$ cat src/rtl/mrw_pkg.sv
// Shared types for the Miller-Rabin witness test.
`timescale 1ns / 1ps
package mrw_pkg;
   typedef struct packed {
      logic load;
      logic mul_start;
      logic mul_sel_sq;
      logic mul_dst_x;
      logic shift_e;
      logic set_x;
   } cmd_type;

   typedef struct packed {
      logic mul_busy;
      logic bad;
      logic even;
      logic d_even;
      logic e_zero;
      logic e_lsb;
      logic x_one;
      logic x_nm1;
      logic s_more;
   } sts_type;
endpackage

$ cat src/rtl/mrw_control.sv
// Controller: sequences factoring, exponentiation and the squaring chain.
`timescale 1ns / 1ps
module mrw_control (
   input  logic             clock,
   input  logic             reset,
   input  logic             req_fire,
   output logic             req_tready,
   output logic             rsp_tvalid,
   input  logic             rsp_tready,
   output logic             composite,
   output logic             bad_input,
   output mrw_pkg::cmd_type cmd,
   input  mrw_pkg::sts_type sts
);
   typedef enum logic [3:0] {
      S_IDLE, S_CHECK, S_FACTOR, S_POW, S_MUL, S_MULW, S_SQ, S_SQW,
      S_TEST, S_CHAIN, S_CHAINW, S_DONE
   } state_type;

   state_type state_ff;
   logic      first_ff;

   assign req_tready = (state_ff == S_IDLE) || (rsp_tvalid && rsp_tready);

   always_comb begin
      cmd = '0;
      cmd.load = req_fire && req_tready;
      case (state_ff)
         S_FACTOR: if (sts.d_even) begin
            cmd.shift_e = 1'b1;
            cmd.mul_dst_x = 1'b1;
         end
         S_POW: if (!sts.e_zero && sts.e_lsb) begin
            cmd.mul_start = 1'b1;
            cmd.mul_dst_x = 1'b1;
         end
         S_SQ: begin
            cmd.mul_start = 1'b1;
            cmd.mul_sel_sq = 1'b1;
         end
         S_MUL: cmd.shift_e = 1'b1;
         S_TEST: cmd.set_x = 1'b1;
         S_CHAIN: begin
            cmd.mul_start = 1'b1;
            cmd.mul_sel_sq = 1'b1;
            cmd.mul_dst_x = 1'b1;
         end
         default: ;
      endcase
   end

   always_ff @(posedge clock) begin
      if (reset) begin
         state_ff   <= S_IDLE;
         rsp_tvalid <= 1'b0;
         first_ff   <= 1'b0;
      end else begin
         if (rsp_tvalid && rsp_tready) rsp_tvalid <= 1'b0;
         case (state_ff)
            S_IDLE, S_DONE: begin
               if (state_ff == S_DONE && !(rsp_tvalid && rsp_tready) && rsp_tvalid)
                  state_ff <= S_DONE;
               else if (req_fire) state_ff <= S_CHECK;
               else state_ff <= S_IDLE;
            end
            S_CHECK: begin
               if (sts.bad || sts.even) begin
                  composite  <= !sts.bad;
                  bad_input  <= sts.bad;
                  rsp_tvalid <= 1'b1;
                  state_ff   <= S_DONE;
               end else state_ff <= S_FACTOR;
            end
            S_FACTOR: if (!sts.d_even) state_ff <= S_POW;
            S_POW: begin
               if (sts.e_zero) state_ff <= S_TEST;
               else if (sts.e_lsb) state_ff <= S_MULW;
               else state_ff <= S_SQ;
            end
            S_MULW: if (!sts.mul_busy) state_ff <= S_SQ;
            S_SQ: state_ff <= S_SQW;
            S_SQW: if (!sts.mul_busy) state_ff <= S_MUL;
            S_MUL: state_ff <= S_POW;
            S_TEST: begin
               first_ff <= 1'b1;
               state_ff <= S_CHAINW;
            end
            S_CHAINW: if (!sts.mul_busy) begin
               if ((first_ff && sts.x_one) || sts.x_nm1 || !sts.s_more) begin
                  composite  <= !((first_ff && sts.x_one) || sts.x_nm1);
                  bad_input  <= 1'b0;
                  rsp_tvalid <= 1'b1;
                  state_ff   <= S_DONE;
               end else state_ff <= S_CHAIN;
               first_ff <= 1'b0;
            end
            S_CHAIN: state_ff <= S_CHAINW;
            default: state_ff <= S_IDLE;
         endcase
      end
   end
endmodule

$ cat config.mk
export PLATFORM = sky130hd
export DESIGN_NAME = mrw_control
export DESIGN_NICKNAME = d
export VERILOG_FILES = /design/src/rtl/mrw_pkg.sv /design/src/rtl/mrw_control.sv
export SDC_FILE = /design/constraint.sdc
export NUM_CORES = 1
export LEC_CHECK = 0
export ABC_AREA = 1
export BUFFER_PORTS_ARGS = -buffer_cell sky130_fd_sc_hd__clkbuf_2
export CORE_MARGIN = 4
export CORE_UTILIZATION = 42
export DETAILED_ROUTE_END_ITERATION = 8
export PLACE_DENSITY_LB_ADDON = 0.1
export REMOVE_ABC_BUFFERS = 1
export SKIP_CTS_REPAIR_TIMING = 1
export SYNTH_ARGS = -nofsm -noshare
export SYNTH_HDL_FRONTEND = slang
export SYNTH_SLANG_ARGS = --single-unit
$ cat constraint.sdc
create_clock -name clock -period 1.45 [get_ports clock]
set_clock_uncertainty 0.15 [all_clocks]
set_input_delay 0 -clock clock [delete_from_list [all_inputs] [get_ports clock]]
set_output_delay 0 -clock clock [all_outputs]
set_load 0.05 [all_outputs]
# ---- Word-level counts from Yosys, hierarchy flattened
# Index checks and enable logic that the tools add are counted.
dict set report word_totals {
  reg_bits 8
  latch_bits 0
  ram_bits 0
  mem_bits_ro 0
  in_bits 13
  out_inout_bits 10
  elab_cells 80
  memories 0
}
dict set report op_classes {
  addsub 0
  multipliers 0
  div 0
  magnitude_cmp 0
  n_eq_ne 17
  n_shift 0
  muxes 33
  bitwise_logic 1
  reduce_logical 24
}
# op count
set op_table {}
lappend op_table {{one-hot mux 4 bit (10 select lines)} 1}
lappend op_table {{two-way mux 4 bit} 7}
lappend op_table {{equality test 4 x 3 -> 1 bit (second input constant)} 4}
lappend op_table {{equality test 4 bit (second input constant)} 4}
lappend op_table {{two-way mux 1 bit} 15}
lappend op_table {{!= test 2 bit (second input constant)} 6}
lappend op_table {{one-hot mux 1 bit (2 select lines)} 6}
lappend op_table {{equality test 4 x 2 -> 1 bit (second input constant)} 2}
lappend op_table {{logical AND 1 bit} 6}
lappend op_table {{two-way mux 2 bit} 3}
lappend op_table {{OR reduction 2 bit} 3}
lappend op_table {{zero test 1 bit} 5}
lappend op_table {{AND reduction 5 bit} 1}
lappend op_table {{equality test 4 x 1 -> 1 bit (second input constant)} 1}
lappend op_table {{zero test 4 bit} 1}
lappend op_table {{logical OR 1 bit} 4}
lappend op_table {{AND reduction 4 bit} 1}
lappend op_table {{nonzero test 2 bit} 2}
lappend op_table {{one-hot mux 1 bit (3 select lines)} 1}
lappend op_table {{AND reduction 2 bit} 1}
lappend op_table {{inverter 1 bit} 1}

# ---- Logic depth before layout (Yosys ltp)
dict set report logic_depth {
  word_depth 6
  ltp_mapped 9
  mapped_depth_nobuf 9
}

# ---- Worst setup path after synthesis
# Ideal clock, no wire load.
dict set report synth_path {
  kind {flip-flop to output port}
  start {register state_ff[2]}
  end {output cmd[1] in the netlist's numbering}
  t_arrival_ns 1.771
  required_time_ns 1.300
  path_slack_ns -0.471
  path_stages_with_launch 5
  n_path_buf 0
  cell_sequence {dfxtp_1 -> inv_2 -> nor2_2 -> inv_2 -> o21ai_0}
}
# element line
set synth_rtl {}
lappend synth_rtl {{from (decl)} mrw_control.sv:20} ;# state_type state_ff;
lappend synth_rtl {{from (signal assigned)} mrw_control.sv:54} ;# state_ff <= S_IDLE;
lappend synth_rtl {{from (signal assigned)} mrw_control.sv:62} ;# state_ff <= S_DONE;
lappend synth_rtl {{from (signal assigned)} mrw_control.sv:63} ;# else if (req_fire) state_ff <= S_CHECK;
lappend synth_rtl {{to (decl)} mrw_control.sv:12} ;# output mrw_pkg::cmd_type cmd,

==> results by group <==
Clocking
  • Clock-pin slew on the worst setup and hold paths: 0.05 ns
  • Root buffer cell: clkbuf_4
  • Clock Sink Count: 8
  • CTS tree: built
  • CTS max path bufs: 2
  • Clk_lat worst skew: 0.26 ns
  • CTS Buf Count: 3
  • Htree depth: 1

Global routing
  • Largest net degree at the start of global routing: 8
  • Vias in the first global route: 696
  • First-pass GRT wire length: 2.86 mm
  • Initial antenna violation count: 0
  • Total gr overflow: 0
  • Total track usage: 0.182

Die
  • Core Region: 1370 um^2
  • Die area: 2200 um^2
  • Die X: 46.9 um
  • # rows: 13
  • Chip height: 46.9 um
  • Io pins: 23
  • Initial Util: 0.464

STA
  • Worst-Margin Slew: 0.282 ns
  • Fmax: 627 MHz
  • Final period utilization: 1.10
  • Worst hold slack: 0.00221 ns
  • Final worst slack: -0.146 ns
  • Final Hold Fails: 0
  • Max Slew Vio Count: 0
  • Worst slew margin: 0.813
  • Final min period: 1.60 ns
  • RSZ-0062 raised after global routing: yes
  • Final setup fails: 7

Min path
  • WHS Endpoint: state_ff[1]
  • Hold Path Class: primary input to flop
  • Min-delay src: sts[5]
  • Worst hold stages: 5

Routing
  • WL final: 2.04 mm
  • Routed via count: 869
  • DRT iter0 DRCs: 40
  • WL/cell: 12.1 um
  • Residual DRC: 0
  • DRT Pass-1 Iters: 4
  • Post-DRT Antenna Nets: 0
  • Vias per std cell: 5.17

Synthesis
  • Count of cell types in the netlist: 21
  • Gate Count Post-Synth: 104
  • #FFs+latches synth: 8
  • Ys Warns: 0
  • Syn_area_per_cell: 6.10 um^2
  • Post-Synthesis Cell Area: 634 um^2
  • Register area share after synthesis: 0.284

Setup path
  • Worst reg2reg startpoint: state_ff[2]
  • CP top delay family: simple AND/OR/NAND/NOR gates
  • Crit Path Max Fanout: 5
  • Worst Path Arrival: 1.45 ns
  • CP required: 1.30 ns
  • Critical R2R Capture: state_ff[0]
  • Worst setup path category: flop to output port
  • Crit-path max cell delay: 0.36 ns
  • Critical Path End Type: output port
  • Reg2reg setup slack: -0.09 ns
  • R2R depth: 9
  • Crit path launch type: flop
  • CP bufs+invs: 3
  • Most used cell, CP: buf_6
  • Crit-path cells: buf_6, nor2_4, nand2_2, nor3_2, inv_1, nand3_1, buf_6
  • Crit-path slowest cell: dfxtp_4

Run status
  • Status: complete, but fails checks
  • Failing checks: negative setup slack

Final layout
  • Leading cell type in the layout, fill and taps excluded: nand2_1
  • # fillers: 104
  • ANT cells: 0
  • Utilization after layout: 0.800
  • Most frequent cells in the layout: nand2_1 (24), buf_4 (16), clkbuf_2 (15)
  • Final Net Count: 167
  • Area growth from synthesis to layout: 72.4%
  • Layout cells sized above 1: 0.510

Placed design
  • DPL Wire Length: 1.49 mm
  • DP Worst Slack: -0.0969 ns
  • Buffers on Ports: 22
  • Final GP Congestion: 0.851

Pwr
  • Static leakage: 0.564 nW
  • Power Total: 2.05 mW
  • Peak VDD IR: 1.29 mV
  • PD cells: 1880 nW/um^2

Flow run
  • Max-cap violations: 0
-- synth_stat cells --
| cell | count | area share |
|---|---|---|
| dfxtp_1 | 6 | 0.19 |
| inv_1 | 13 | 0.077 |
| a21oi_2 | 1 | 0.014 |
| a211oi_1 | 1 | 0.012 |
| nor3_2 | 1 | 0.016 |
| or2_2 | 2 | 0.020 |
| nand2_4 | 1 | 0.018 |
| o21ai_2 | 1 | 0.014 |
| nor3b_1 | 1 | 0.012 |
| a21oi_1 | 8 | 0.063 |
| edfxtp_1 | 2 | 0.095 |
| nand2_2 | 4 | 0.039 |
| nor2_4 | 2 | 0.036 |
| o21ai_1 | 1 | 0.0079 |
| nand3_1 | 7 | 0.055 |
| o211ai_1 | 1 | 0.012 |
| nand2_1 | 26 | 0.15 |
| nor2_1 | 14 | 0.083 |
| nor2_2 | 2 | 0.020 |
| o21ai_0 | 3 | 0.024 |
| inv_2 | 7 | 0.041 |
-- layout make-up --
class | instances | area [um^2] | share of cell area
timing repair buffer | 45 | 347 | 0.317
inverter | 20 | 77.6 | 0.0709
sequential | 8 | 189 | 0.173
tap | 15 | 18.8 | 0.0172
multi-input combinational | 76 | 435 | 0.398
clock buffer | 4 | 26.3 | 0.0240
-- per-stage QoR --
| stage | TNS, ns | instance area (um^2) | std cells |
|---|---|---|---|
| after floorplan | -1.29 | 634 | 104 |
| after global placement | -0.205 | 861 | 154 |
| after detailed placement | -0.464 | 861 | 154 |
| after CTS | -1.98 | 887 | 158 |
| after global routing | -1.11 | 1090 | 168 |
| final | -0.460 | 1090 | 168 |
-- how the worst max path moves through the flow --
| stage | from | end | cells after the start | slack (ns) |
|---|---|---|---|---|
| 6_report | state_ff[2] | cmd[4] | 7 | -0.15 |
| 5_1_grt | state_ff[2] | cmd[4] | 7 | -0.25 |
| 4_1_cts | state_ff[2] | cmd[2] | 7 | -0.33 |
| 3_5_place_dp | state_ff[0] | composite | 6 | -0.1 |
| 3_3_place_gp | state_ff[0] | bad_input | 6 | -0.05 |
| 2_1_floorplan | state_ff[2] | cmd[1] | 4 | -0.47 |
-- per-layer routing --
layer  wire (um)  track usage  part of all wire
met1         821        0.249              0.40
met2         963        0.279              0.47
met3         235       0.0460              0.12
met4          18       0.0608            0.0088
met5           0            0                 0
-- where the power goes --
group          switching, mW  internal (mW)  total (mW)  leakage [nW]
Sequential            0.0549          0.303       0.358        0.0691
Combinational          0.938          0.570        1.51         0.480
Clock                 0.0796          0.105       0.185        0.0150
-- worst register-to-register path, cell delays in order, from the launching register on --
cell and delay, ns:
dfxtp_4 0.36, buf_6 0.12, nor2_4 0.15, nand2_2 0.10
nor3_2 0.16, buf_4 0.14, nor2_1 0.03, nand2_1 0.09
nand2_2 0.07, a21oi_2 0.12
-- sequential cells by signal (all words and copies together), names as in the netlist --
name	cells
bad_input	1
first_ff	1
composite	1
state_ff	4
rsp_tvalid	1
-- kinds of logic after synthesis --
| group | share of synthesized area |
|---|---|
| AO/OA/AOI/OAI | 0.146 |
| buffers and inverters | 0.118 |
| flip-flops | 0.284 |
| AND/OR/NAND/NOR | 0.452 |
Note: power is estimated with default switching activity, not from simulation.
